## config.mk

```make
export PLATFORM = sky130hd
export DESIGN_NAME = cpu8_alu_with_bcd
export DESIGN_NICKNAME = d
export VERILOG_FILES = /design/src/hdl/c8alu_pkg.sv /design/src/hdl/cpu8_alu_with_bcd.sv /design/src/hdl/c8alu_core.sv
export SDC_FILE = /design/constraint.sdc
export NUM_CORES = 1
export LEC_CHECK = 0
export ABC_AREA = 1
export CORE_MARGIN = 3
export CORE_UTILIZATION = 65
export CTS_CLUSTER_SIZE = 28
export DETAILED_ROUTE_END_ITERATION = 7
export DONT_BUFFER_PORTS = 1
export HOLD_SLACK_MARGIN = 0.06
export PLACE_DENSITY = 0.81
export RECOVER_POWER = 25
export REMOVE_ABC_BUFFERS = 1
export SETUP_SLACK_MARGIN = 0.4
export SYNTH_ARGS = -nofsm -noshare
export SYNTH_HDL_FRONTEND = slang
export SYNTH_SLANG_ARGS = --single-unit
```

## constraint.sdc

```tcl
create_clock -name clk -period 5.4 [get_ports clk]
set_clock_uncertainty 0.1 [all_clocks]
set_input_delay 0.27 -clock clk [delete_from_list [all_inputs] [get_ports clk]]
set_output_delay 0.27 -clock clk [all_outputs]
set_load 0.05 [all_outputs]
```

## src/hdl/c8alu_pkg.sv

```systemverilog
// ----------------------------------------------------------------------------
// c8alu_pkg
// Operation codes, status bit positions and constants of the 8-bit ALU.
// ----------------------------------------------------------------------------
package c8alu_pkg;

  typedef enum logic [3:0] {
    ACT_ADD  = 4'd0,
    ACT_SUB  = 4'd1,
    ACT_INC  = 4'd2,
    ACT_DEC  = 4'd3,
    ACT_AND  = 4'd4,
    ACT_OR   = 4'd5,
    ACT_EOR  = 4'd6,
    ACT_ROL  = 4'd7,
    ACT_ROR  = 4'd8,
    ACT_ASL  = 4'd9,
    ACT_LSR  = 4'd10,
    ACT_BIT  = 4'd11,
    ACT_CMP  = 4'd12,
    ACT_LOAD = 4'd13
  } action_t;

  localparam int unsigned FL_C = 0;
  localparam int unsigned FL_Z = 1;
  localparam int unsigned FL_D = 3;
  localparam int unsigned FL_V = 6;
  localparam int unsigned FL_N = 7;

  localparam logic [7:0] BCD_NINES  = 8'h99;
  localparam logic [9:0] BCD_ADJ_LO = 10'h006;
  localparam logic [9:0] BCD_ADJ_HI = 10'h060;
  localparam logic [4:0] BCD_DIGIT_MAX = 5'd9;
  localparam logic [5:0] BCD_HIGH_MAX  = 6'd9;

  typedef struct packed {
    logic [7:0] result_byte;
    logic [7:0] status_out;
  } alu_res_t;

endpackage

```

## src/hdl/cpu8_alu_with_bcd.sv

```systemverilog
// The input and result registers form a two-entry pipeline. An accepted
// request is held in the input stage until the result stage is free.
// Throughput: one request per cycle while out_ready keeps in_ready high.
// Reset: rst_n (synchronous, active low) clears both stage valid bits;
// data registers are not reset.
// ----------------------------------------------------------------------------
// cpu8_alu_with_bcd
// 8-bit ALU with decimal-mode add/subtract, registered in and out.
// ----------------------------------------------------------------------------
module cpu8_alu_with_bcd (
  input  logic       clk,
  input  logic       rst_n,
  input  logic       in_valid,
  output logic       in_ready,
  input  logic [3:0] in_action,
  input  logic [7:0] in_operand_a,
  input  logic [7:0] in_operand_b,
  input  logic [7:0] in_status_in,
  output logic       out_valid,
  input  logic       out_ready,
  output logic [7:0] out_result_byte,
  output logic [7:0] out_status_out
);

  logic       s1_vld_r;
  logic       s1_vld_nxt;
  logic [3:0] s1_action_r;
  logic [7:0] s1_a_r;
  logic [7:0] s1_b_r;
  logic [7:0] s1_status_r;
  logic       s2_vld_r;
  logic       s2_vld_nxt;
  c8alu_pkg::alu_res_t s2_res_r;
  c8alu_pkg::alu_res_t core_res;

  logic in_acc;
  logic s2_ld;

  assign s2_ld    = s1_vld_r && (!s2_vld_r || out_ready);
  assign in_ready = !s1_vld_r || s2_ld;
  assign in_acc   = in_valid && in_ready;

  c8alu_core u_core (
    .action    (s1_action_r),
    .operand_a (s1_a_r),
    .operand_b (s1_b_r),
    .status_in (s1_status_r),
    .res       (core_res)
  );

  always_comb begin
    s1_vld_nxt = in_acc ? 1'b1 : (s2_ld ? 1'b0 : s1_vld_r);
    s2_vld_nxt = s2_ld ? 1'b1 : ((s2_vld_r && out_ready) ? 1'b0 : s2_vld_r);
  end

  always_ff @(posedge clk) begin
    if (!rst_n) begin
      s1_vld_r <= 1'b0;
      s2_vld_r <= 1'b0;
    end else begin
      s1_vld_r <= s1_vld_nxt;
      s2_vld_r <= s2_vld_nxt;
    end
  end

  always_ff @(posedge clk) begin
    if (in_acc) begin
      s1_action_r <= in_action;
      s1_a_r      <= in_operand_a;
      s1_b_r      <= in_operand_b;
      s1_status_r <= in_status_in;
    end
    if (s2_ld) begin
      s2_res_r <= core_res;
    end
  end

  assign out_valid       = s2_vld_r;
  assign out_result_byte = s2_res_r.result_byte;
  assign out_status_out  = s2_res_r.status_out;

  a_full_stall: assert property (@(posedge clk) disable iff (!rst_n)
    (s1_vld_r && s2_vld_r && !out_ready) |-> !in_ready)
    else $error("request taken while both stages are stalled");

  a_acc_fills: assert property (@(posedge clk) disable iff (!rst_n)
    in_acc |=> s1_vld_r)
    else $error("accepted request not held in input stage");

  a_ld_valid: assert property (@(posedge clk) disable iff (!rst_n)
    s2_ld |=> out_valid)
    else $error("result stage load did not raise out_valid");

  a_passthru: assert property (@(posedge clk) disable iff (!rst_n)
    s2_ld |=> (out_status_out[5:2] == $past(s1_status_r[5:2])))
    else $error("untouched status bits changed");

endmodule

```

## src/hdl/c8alu_core.sv

```systemverilog
// ----------------------------------------------------------------------------
// c8alu_core
// Combinational datapath: binary/BCD add and subtract, increment and
// decrement, logic, shifts and rotates, bit test, compare and load, with the status update.
// ----------------------------------------------------------------------------
module c8alu_core (
  input  logic [3:0]          action,
  input  logic [7:0]          operand_a,
  input  logic [7:0]          operand_b,
  input  logic [7:0]          status_in,
  output c8alu_pkg::alu_res_t res
);

  logic       cin;
  logic       dec_mode;
  logic [7:0] bp;
  logic [4:0] lo_sum;
  logic [9:0] sum0;
  logic [9:0] sum1;
  logic [9:0] sum2;
  logic [8:0] cmp_sum;

  always_comb begin
    cin      = status_in[c8alu_pkg::FL_C];
    dec_mode = status_in[c8alu_pkg::FL_D];
    if (c8alu_pkg::action_t'(action) == c8alu_pkg::ACT_SUB) begin
      bp = dec_mode ? (c8alu_pkg::BCD_NINES - operand_b) : ~operand_b;
    end else begin
      bp = operand_b;
    end
    lo_sum = {1'b0, operand_a[3:0]} + {1'b0, bp[3:0]} + {4'd0, cin};
    sum0   = {2'b00, operand_a} + {2'b00, bp} + {9'd0, cin};
    sum1   = (dec_mode && (lo_sum > c8alu_pkg::BCD_DIGIT_MAX)) ?
             sum0 + c8alu_pkg::BCD_ADJ_LO : sum0;
    sum2   = (dec_mode && (sum1[9:4] > c8alu_pkg::BCD_HIGH_MAX)) ?
             sum1 + c8alu_pkg::BCD_ADJ_HI : sum1;
    cmp_sum = {1'b0, operand_a} + {1'b0, ~operand_b} + 9'd1;
  end

  logic [7:0] r;
  logic [7:0] st;
  logic       set_nz;

  always_comb begin
    r      = operand_a;
    st     = status_in;
    set_nz = 1'b0;
    unique case (c8alu_pkg::action_t'(action))
      c8alu_pkg::ACT_ADD, c8alu_pkg::ACT_SUB: begin
        r      = sum2[7:0];
        set_nz = 1'b1;
        st[c8alu_pkg::FL_C] = |sum2[9:8];
        st[c8alu_pkg::FL_V] = (operand_a[7] ^ sum2[7]) & (bp[7] ^ sum2[7]);
      end
      c8alu_pkg::ACT_INC: begin
        r      = operand_a + 8'd1;
        set_nz = 1'b1;
      end
      c8alu_pkg::ACT_DEC: begin
        r      = operand_a - 8'd1;
        set_nz = 1'b1;
      end
      c8alu_pkg::ACT_AND: begin
        r      = operand_a & operand_b;
        set_nz = 1'b1;
      end
      c8alu_pkg::ACT_OR: begin
        r      = operand_a | operand_b;
        set_nz = 1'b1;
      end
      c8alu_pkg::ACT_EOR: begin
        r      = operand_a ^ operand_b;
        set_nz = 1'b1;
      end
      c8alu_pkg::ACT_ROL: begin
        r      = {operand_a[6:0], cin};
        set_nz = 1'b1;
        st[c8alu_pkg::FL_C] = operand_a[7];
      end
      c8alu_pkg::ACT_ROR: begin
        r      = {cin, operand_a[7:1]};
        set_nz = 1'b1;
        st[c8alu_pkg::FL_C] = operand_a[0];
      end
      c8alu_pkg::ACT_ASL: begin
        r      = {operand_a[6:0], 1'b0};
        set_nz = 1'b1;
        st[c8alu_pkg::FL_C] = operand_a[7];
      end
      c8alu_pkg::ACT_LSR: begin
        r      = {1'b0, operand_a[7:1]};
        set_nz = 1'b1;
        st[c8alu_pkg::FL_C] = operand_a[0];
      end
      c8alu_pkg::ACT_BIT: begin
        r = operand_a & operand_b;
        st[c8alu_pkg::FL_Z] = (r == 8'h00);
        st[c8alu_pkg::FL_V] = operand_b[6];
        st[c8alu_pkg::FL_N] = operand_b[7];
      end
      c8alu_pkg::ACT_CMP: begin
        r      = cmp_sum[7:0];
        set_nz = 1'b1;
        st[c8alu_pkg::FL_C] = cmp_sum[8];
      end
      c8alu_pkg::ACT_LOAD: begin
        r      = operand_a;
        set_nz = 1'b1;
      end
      default: begin
        r = operand_a;
      end
    endcase
    if (set_nz) begin
      st[c8alu_pkg::FL_Z] = (r == 8'h00);
      st[c8alu_pkg::FL_N] = r[7];
    end
    res.result_byte = r;
    res.status_out  = st;
  end

endmodule

```

After elaboration in Yosys (flattened, before gate mapping)
Index checks and enable logic that the tools add are counted.
Widths: inputs -> output; s select.

storage, ports and cells
  output and inout port bits = 18
  bits in registers = 46

cells by class
  reductions and logical operators = 20
  $add $sub $neg = 11
  bitwise gates (word level) = 7
  equality and inequality tests = 13
  magnitude comparators = 2
  mux-type cells = 16

operators by type and width
  cell                   count
  $pmux 8 s11            1
  $eq 4x4->1 const B     6
  $mux 10                2
  $add 8x8->9            2
  $eq 4x3->1 const B     4
  $logic_not 8->1        2
  $mux 8                 2
  $reduce_or 13->1       1
  $add 10x1->10          1
  $add 10x3->10 const B  1
  $add 10x7->10 const B  1
  $reduce_or 2->1        5
  $add 9x1->9 const B    1
  $mux 1                 9
  $add 8x1->8 const B    1
  $and 8x8->8            1
  $eq 4x2->1 const B     2
  $not 8->8              1
  $or 8x8->8             1
  $sub 8x1->8 const B    1
  $sub 8x8->8 const A    1
  $xor 8x8->8            1
  $gt 6x4->1 const B     1
  $add 4x4->5            1
  12 further kinds       20

Logic depth before layout (Yosys ltp)
Gate-level depths: netlist of the first run.

  depth in word-level cells = 14
  depth in mapped cells = 33
  gate-level depth less buffers = 32

By module
A second synthesis of the first run with hierarchy kept.

second synthesis, totals
  cells, all modules = 519
  area total of the unflattened synthesis = 4105.2 um^2

modules (own cells, without submodules)
  module             cells each  sequential area each (um^2)  area each (um^2)  times used
  c8alu_core         462         0.0                          2688.8            1
  cpu8_alu_with_bcd  57          1361.3                       1416.4            1

Least setup slack after synthesis of the first run
Ideal clock, no wire load.

  path kind = reg2reg
  from = register s1_action_r[1]
  to = register s2_res_r, in the netlist out_status_out[1] (data pin)
  setup slack = 1.223 ns
  library setup time = 0.257 ns
  arrival = 3.820 ns
  cell stages (with the launch flop) = 26
  cells stage by stage = edfxtp_1 clkbuf_1 nor2_1 inv_1 nor2_1 xor2_1 inv_1 ha_1 inv_1 fa_1 inv_1 ha_1 nand3_1 nand2_1 ha_1 nor2_2 nand3_1 xor2_2 ha_1 xnor2_1 nand3_1 nand3_1 nand2_1 nand2_2 nand4_1 nand2_1

RTL lines
  what                    RTL line                 RTL
  start, declared         cpu8_alu_with_bcd.sv:27  logic [3:0] s1_action_r;
  start signal, assigned  cpu8_alu_with_bcd.sv:68  s1_action_r <= in_action;
  end signal, assigned    cpu8_alu_with_bcd.sv:74  s2_res_r <= core_res;
  end, declared           cpu8_alu_with_bcd.sv:33  c8alu_pkg::alu_res_t s2_res_r;

==> results of run 1 <==
-- where the power goes --
group          internal [mW]  switching (mW)
Combinational          0.143           0.257
Clock                 0.0899           0.112
Sequential             0.420          0.0524
Total                  0.653           0.422
-- kinds of logic after synthesis --
logic type | count (synthesis) | synth area share (%)
flip-flops | 46 | 32.13
AO/OA/AOI/OAI | 82 | 12.61
XOR/XNOR | 16 | 3.839
AND/OR/NAND/NOR | 239 | 26.82
buffers and inverters | 100 | 9.244
adder cells (fa/ha/maj) | 49 | 15.36
-- synthesized netlist by cell type, types with 7 or more instances --
library cell | number | area, um2
nand2_1 | 100 | 375.4
inv_1 | 92 | 345.3
nor2_1 | 51 | 191.4
edfxtp_1 | 44 | 1321
ha_1 | 44 | 550.5
nand3_1 | 32 | 160.2
o21ai_0 | 21 | 105.1
a21oi_1 | 18 | 90.09
nand2_2 | 15 | 93.84
xor2_1 | 12 | 105.1
nor2_2 | 9 | 56.30
o221ai_1 | 8 | 70.07
nand3_2 | 7 | 70.07
nor3_1 | 7 | 35.03
-- cell type report --
type | count | area share [%]
clock buffer | 6 | 1.550
clock inverter | 2 | 0.2138
inverter | 96 | 7.696
multi-input combinational | 386 | 53.10
sequential | 46 | 29.08
tap | 75 | 2.004
timing repair buffer | 30 | 6.360
-- worst register-to-register path: cells and delay by family, from the launching register on --
kind / cells / cell delay, ns
XOR/XNOR: 2 / 0.39
AND/OR/NAND/NOR: 15 / 1.80
adder cells (fa/ha/maj): 4 / 1.05
buffers and inverters: 6 / 0.45
flip-flops: 1 / 0.53
-- layer usage --
metal  vias to the layer above  global-route usage (%)
li1                       1835                       -
met2                       206                   52.02
met5                         -                       0
met3                        33                   4.563
met1                      1783                   38.76
met4                         0                   10.91
-- worst max-delay path by stage --
| stage | startpoint | end | slack, ns | cells after the start |
|---|---|---|---|---|
| 4_1_cts | s1_action_r[1] | out_status_out[1] | 0.72 | 24 |
| 2_1_floorplan | s1_action_r[1] | out_status_out[1] | 1.26 | 24 |
| 3_3_place_gp | s1_action_r[1] | out_status_out[1] | 0.87 | 24 |
| 6_report | s1_action_r[1] | out_status_out[1] | 0.82 | 27 |
| 3_5_place_dp | s1_action_r[1] | out_status_out[1] | 0.75 | 24 |
| 5_1_grt | s1_action_r[1] | out_status_out[1] | 0.41 | 27 |
-- per-stage QoR --
step / hold slack [ns] / power, mW / setup slack (ns) / area [um2]
after global placement: 0.2689 / 0.8373 / 0.8742 / 4307
after CTS: 0.06156 / 1.062 / 0.7232 / 4679
after detailed placement: 0.2689 / 0.8487 / 0.7542 / 4307
after floorplan: 0.2689 / 0.7665 / 1.256 / 4205
after global routing: 0.1014 / 1.134 / 0.4096 / 4682
final: 0.07182 / 1.075 / 0.8204 / 4682
-- repair_timing --
action | CTS | global route
endpoints found under the setup margin | 0 | 6
hold buffers | 29 | 0
resized for setup | 0 | 1
endpoints found under the hold margin | 30 | 0
-- state kept, by name (all words and copies together) (netlist names) --
| name | flops |
|---|---|
| out_valid | 1 |
| out_status_out | 8 |
| s1_b_r | 8 |
| s1_action_r | 4 |
| s1_vld_r | 1 |
| s1_a_r | 8 |
| out_result_byte | 8 |
| s1_status_r | 8 |
==> run summary, run 1 <==
DRT met1 WL -> 4.548 mm
PortBufs -> 0
Number of clock sinks -> 46
Number of nets with antenna violations after detailed routing -> 0
Final Cycle Share -> 84.81%
Global-route wire length before repair -> 17.50 mm
Clock-pin slew of the registers on the worst-case setup and hold paths -> 0.09 ns
Routability cong. -> 1.059
Max-cap violations -> 0
Number of DRC markers after the initial detailed-route iteration -> 347
Avg Inst Size Synth -> 7.963 um2
Total clock buffers created by CTS -> 5
Synthesis warning total -> 0
Multi-input combinational cell area -> 2486 um2
Worst hold path startpoint -> out_ready
Final Hold Violating Endpoints -> 0
Final HPWL DP -> 8.349 mm
Logic depth of the worst register-to-register path -> 27
Final-report max-slew violation count -> 0
Run status -> finished, final reports clean
Master of the slowest instance on the critical path -> edfxtp_1
Number of cells after detailed placement -> 604
ANT cells -> 0
Met2 layer wire length in the routed design -> 5.558 mm
Most common cell after layout, fill and taps aside -> nand2_1
Final wirelength -> 11.23 mm
DRC -> 0
EDFF count, synth -> 44
Skew-Pair Late Insertion Delay -> 0.29 ns
Worst Hold Endpoint -> out_valid
Data arrival at the endpoint of the critical path -> 4.53 ns
Area added between synthesis and finish -> 10.51%
Total power per unit cell area -> 229.6 nW/um2
Combined area of all synthesized cells -> 4237 um2
Worst stage delay on the critical path -> 0.53 ns
Min Tclk post-route -> 4.580 ns
Reg area -> 1361 um2
Routed length per instance -> 17.51 um
Non-Filler Instances -> 641
Setup slack of the most critical reg-to-reg path -> 0.82 ns
Worst Path Buf+Inv -> 6
Endpoint of the lowest-slack register-to-register path -> out_status_out[1]
Max-slew headroom at the worst pin -> 31.08%
Vias after detailed routing -> 3,857
Net total in the final layout -> 646
Leakage power -> 2.188 nW
Met3 WL post-DR -> 800 um
Clock tree from TritonCTS -> done
Slew of the pin with the lowest slew margin -> 1.033 ns
Worst setup SP type -> flop
Fraction of registers with async set or reset after synthesis -> 0%
Bufs on Longest Clock Path -> 2
Horizontal extent of the die -> 86.73 um
CP Capture Type -> flop
Root cell of the clock tree -> clkbuf_8
Sequential-to-total area share from yosys stat -> 32.13%
Final core area utilization -> 76.37%
Core Rows -> 28
Highest attainable clock frequency -> 0.2184 GHz
Hold Path Cell Cnt -> 3
Fill cell total of the finished layout -> 440
Total track usage -> 30.31%
Ratio of routed vias to standard cells -> 6.017
Count of cell types in the netlist -> 45
Initial antenna violation count -> 0
Number of endpoints failing setup at the final stage -> 0
Worst Hold Class -> in -> reg
Critical Path RT -> 5.35 ns
Number of top-level pins -> 50
Top cell family by delay on the critical path -> simple AND/OR/NAND/NOR gates
Maximum vdd ir drop -> 192.6 uV
Startpoint-to-endpoint class of the critical path -> reg -> reg
Placeable Area -> 6131 um2
Critical path fanouts, max -> 10
Commonest non-fill, non-tap cells in the layout -> nand2_1 (100), inv_1 (92), nor2_1 (50)
Via count of the first global-routing pass -> 3,585
Number of storage elements in the synthesis netlist -> 46
Buffers inserted by post-CTS timing repair -> 0
Origin of the critical flop-to-flop path -> s1_action_r[1]
Congestion Overflow GR -> 0
Synth Instances -> 532
Initial core utilization -> 69.10%
Most frequently used flop master after synthesis -> edfxtp_1
Most frequent CP cell -> inv_1
Share of layout cells above drive strength 1 -> 9.894%
Setup tns final -> 0 ns
Maximum number of pins on one net before global-route repair -> 29
Full die area -> 7522 um2
Pre-antenna DRT Iters -> 7
H-tree level count -> 2
Top sig layer -> met4
Setup repair after global routing missed its margin -> false
Vertical extent of the die -> 86.73 um
No activity file was read; power rests on OpenSTA's default activity.
==> inputs of run 2 (changes only) <==
--- a/config.mk
+++ b/config.mk
@@ -5,14 +5,14 @@
 export SDC_FILE = /design/constraint.sdc
 export NUM_CORES = 1
 export LEC_CHECK = 0
-export ABC_AREA = 1
+export ABC_AREA = 0
 export CORE_MARGIN = 3
-export CORE_UTILIZATION = 65
+export CORE_UTILIZATION = 59
 export CTS_CLUSTER_SIZE = 28
 export DETAILED_ROUTE_END_ITERATION = 7
 export DONT_BUFFER_PORTS = 1
 export HOLD_SLACK_MARGIN = 0.06
-export PLACE_DENSITY = 0.81
+export PLACE_DENSITY = 0.78
 export RECOVER_POWER = 25
 export REMOVE_ABC_BUFFERS = 1
 export SETUP_SLACK_MARGIN = 0.4
==> constraint.sdc (replaced) <==
create_clock -name clk -period 3.7 [get_ports clk]
set_clock_uncertainty 0.1 [all_clocks]
set_input_delay 0.185 -clock clk [delete_from_list [all_inputs] [get_ports clk]]
set_output_delay 0.185 -clock clk [all_outputs]
set_load 0.05 [all_outputs]
==> run 2 against run 1 <==
The flow now finishes with violations (setup timing); routed wire length grew 39%; core utilization up 7.2 points; final cell count up 12%; largest cell class unchanged; via count grew 22%.
==> run summary, run 2 <==
Run status -> complete, but fails checks (was finished, final reports clean)
Violated checks -> setup timing
Commonest non-fill, non-tap cells in the layout -> buf_4 (108), edfxtp_1 (44), nand2_1 (41), ha_1 (41), nor2_1 (36) (was nand2_1 (100), inv_1 (92), nor2_1 (50))
Pre-antenna DRT Iters -> 6 (was 7)
Worst Hold Endpoint -> out_status_out[5] (was out_valid)
H-tree level count -> 2 (unchanged)
DRC -> 0 (unchanged)
Number of clock sinks -> 46 (unchanged)
Fill cell total of the finished layout -> 411 (was 440)
Count of cell types in the netlist -> 80 (was 45)
Setup slack of the most critical reg-to-reg path -> -1.32 ns (was 0.82 ns)
Initial antenna violation count -> 0 (unchanged)
Avg Inst Size Synth -> 9.257 um2 (was 7.963 um2)
Vertical extent of the die -> 93.15 um (was 86.73 um)
Most frequently used flop master after synthesis -> edfxtp_1 (unchanged)
Fraction of registers with async set or reset after synthesis -> 0% (unchanged)
Leakage power -> 2.579 nW (was 2.188 nW)
Sequential-to-total area share from yosys stat -> 30.38% (was 32.13%)
Slew of the pin with the lowest slew margin -> 1.283 ns (was 1.033 ns)
Worst Hold Class -> reg -> reg (was in -> reg)
Most frequent CP cell -> nor3_2 (was inv_1)
Worst setup SP type -> flop (unchanged)
Number of DRC markers after the initial detailed-route iteration -> 593 (was 347)
Min Tclk post-route -> 5.024 ns (was 4.580 ns)
Tightest hold margin -> 0.3294 ns (was 0.07182 ns)
Vias after detailed routing -> 4,691 (was 3,857)
Maximum vdd ir drop -> 209.1 uV (was 192.6 uV)
Multi-input combinational cell area -> 3143 um2 (was 2486 um2)
Horizontal extent of the die -> 93.15 um (was 86.73 um)
Most common library cells after synthesis -> edfxtp_1 (44), ha_1 (44), nand2_1 (44), nor2_1 (39), a21oi_1 (37) (was nand2_1 (100), inv_1 (92), nor2_1 (51), edfxtp_1 (44), ha_1 (44))
Area share of the largest cell type after synthesis -> 29.49% (was 31.19%)
Total clock buffers created by CTS -> 5 (unchanged)
Setup repair after global routing missed its margin -> true (was false)
ANT cells -> 0 (unchanged)
Worst setup margin -> -1.324 ns (was 0.8204 ns)
Full die area -> 8676 um2 (was 7522 um2)
Origin of the critical flop-to-flop path -> s1_action_r[1] (unchanged)
Area added between synthesis and finish -> 35.94% (was 10.51%)
Reg area -> 1361 um2 (unchanged)
Worst Path Buf+Inv -> 2 (was 6)
Final-report max-slew violation count -> 0 (unchanged)
Net total in the final layout -> 701 (was 646)
Top cell family by delay on the critical path -> compound AO/OA/AOI/OAI gates (was simple AND/OR/NAND/NOR gates)
Final std cell area, no fill -> 6091 um2 (was 4682 um2)
Critical path fanouts, max -> 4 (was 10)
Bufs on Longest Clock Path -> 2 (unchanged)
Initial core utilization -> 61.44% (was 69.10%)
Total power per unit cell area -> 358.7 nW/um2 (was 229.6 nW/um2)
Congestion Overflow GR -> 0 (unchanged)
Critical Path RT -> 3.68 ns (was 5.35 ns)
Routed length per instance -> 21.70 um (was 17.51 um)
Data arrival at the endpoint of the critical path -> 5.00 ns (was 4.53 ns)
Startpoint-to-endpoint class of the critical path -> reg -> reg (unchanged)
Synthesis warning total -> 0 (unchanged)
Number of storage elements in the synthesis netlist -> 46 (unchanged)
Hold Path Cell Cnt -> 0 (was 3)
PortBufs -> 0 (unchanged)
Global-route wire length before repair -> 24.27 mm (was 17.50 mm)
CP Cell Sequence -> nor3_2, nand2_2, xnor2_2, inv_2, fa_2, fa_1, o2bb2ai_1, a222oi_1, a311o_2, buf_4, nand4_1, o211a_1, nor3_2, ha_2, or3_4, o221ai_2, o32a_1, o41ai_2
Via count of the first global-routing pass -> 4,783 (was 3,585)
Number of nets with antenna violations after detailed routing -> 0 (unchanged)
Clock-pin slew of the registers on the worst-case setup and hold paths -> 0.11 ns (was 0.09 ns)
CP Capture Type -> flop (unchanged)
Placeable Area -> 7292 um2 (was 6131 um2)
Post-synthesis cell type with the largest combined area -> edfxtp_1 (unchanged)
Clock tree from TritonCTS -> done (unchanged)
Final wirelength -> 15.62 mm (was 11.23 mm)
Total track usage -> 36.20% (was 30.31%)
Highest attainable clock frequency -> 0.1991 GHz (was 0.2184 GHz)
Total placed instance area -> 5291 um2 (was 4307 um2)
Share of layout cells above drive strength 1 -> 30.11% (was 9.894%)
Number of top-level pins -> 50 (unchanged)
Combined area of all synthesized cells -> 4481 um2 (was 4237 um2)
Final Hold Violating Endpoints -> 0 (unchanged)
Max-cap violations -> 0 (unchanged)
Endpoint of the lowest-slack register-to-register path -> out_status_out[1] (unchanged)
Most common cell after layout, fill and taps aside -> buf_4 (was nand2_1)
Final Cycle Share -> 135.8% (was 84.81%)
Worst hold path startpoint -> s1_status_r[5] (was out_ready)
Master of the slowest instance on the critical path -> fa_1 (was edfxtp_1)
Max-slew headroom at the worst pin -> 14.49% (was 31.08%)
Ratio of routed vias to standard cells -> 6.515 (was 6.017)
Worst stage delay on the critical path -> 0.47 ns (was 0.53 ns)
EDFF count, synth -> 44 (unchanged)
Routability cong. -> 0.9807 (was 1.059)
Top post-synthesis cells by area -> edfxtp_1 (29%), ha_1 (12%), a21oi_1 (4.1%), xnor2_1 (3.7%), nand2_1 (3.7%) (was edfxtp_1 (31%), ha_1 (13%), nand2_1 (8.9%), inv_1 (8.2%), nor2_1 (4.5%))
Core Rows -> 31 (was 28)
Final HPWL DP -> 10.35 mm (was 8.349 mm)
Maximum number of pins on one net before global-route repair -> 31 (was 29)
Logic depth of the worst register-to-register path -> 18 (was 27)
Number of endpoints failing setup at the final stage -> 11 (was 0)
Root cell of the clock tree -> clkbuf_8 (unchanged)
Skew-Pair Late Insertion Delay -> 0.33 ns (was 0.29 ns)
Synth Instances -> 484 (was 532)
-- run 2: worst register-to-register path: stages, from the launching register on --
cell and delay, ns:
edfxtp_1 0.44, nor3_2 0.26, nand2_2 0.13, xnor2_2 0.19, inv_2 0.06, fa_2 0.36
fa_1 0.47, o2bb2ai_1 0.14, a222oi_1 0.35, a311o_2 0.27, buf_4 0.12, nand4_1 0.22
o211a_1 0.30, nor3_2 0.23, ha_2 0.31, or3_4 0.38, o221ai_2 0.15, o32a_1 0.23
o41ai_2 0.08
-- run 2: cell families after synthesis --
kind of cell,synth area share (%)
buffers and inverters,5.110
AND/OR/NAND/NOR,17.84
XOR/XNOR,8.071
AO/OA/AOI/OAI,23.35
flip-flops,30.38
adder cells (fa/ha/maj),14.52
multiplexers,0.7260
-- run 2: metal layers --
metal	up-vias	part of all wire [%]	global-route usage [%]
li1	2063	-	-
met5	-	0	0
met1	2166	35	42.46
met2	344	48	61.73
met3	118	10	9.010
met4	0	6.0	17.58
-- run 2: stage by stage --
stage / util [%] / power (mW) / TNS (ns) / worst slack (ns) / cells
CTS: 82.07 / 2.063 / -7.593 / -1.122 / 718
global route: 83.53 / 2.261 / -10.71 / -1.476 / 720
global placement: 72.56 / 1.492 / -7.387 / -1.083 / 669
detailed placement: 72.56 / 1.528 / -9.201 / -1.285 / 669
finish: 83.53 / 2.185 / -9.084 / -1.324 / 720
floorplan: - / 1.194 / -15.00 / -2.001 / 466
-- run 2: timing repair --
action	CTS	global route
setup buffers	9	2
gates resized for setup	38	17
hold buffers	32	0
hold endpoints to repair	30	0
pin swaps	29	20
setup endpoints to repair	11	11
-- run 2: area by class of cell --
type	instances	share of cell area, %
clock inverter	3	0.8012
multi-input combinational	384	51.60
timing repair buffer	147	19.86
tap	99	2.034
sequential	46	22.35
clock buffer	5	1.130
inverter	36	2.219
-- run 2: how the worst max path moves through the flow --
stage	from	to	slack, ns	depth (start not counted)
6_report	s1_action_r[1]	out_status_out[1]	-1.32	18
5_1_grt	s1_action_r[1]	out_status_out[1]	-1.48	19
4_1_cts	s1_action_r[3]	out_status_out[1]	-1.12	18
3_5_place_dp	s1_action_r[1]	out_status_out[1]	-1.28	18
3_3_place_gp	s1_action_r[1]	out_status_out[6]	-1.08	18
2_1_floorplan	s1_action_r[2]	out_status_out[6]	-2.00	17
-- run 2: report_power, final --
group / switching, mW / internal (mW) / leakage [nW]
clock network: 0.221 / 0.207 / 0.0563
logic: 0.575 / 0.503 / 2.08
registers: 0.0655 / 0.613 / 0.441
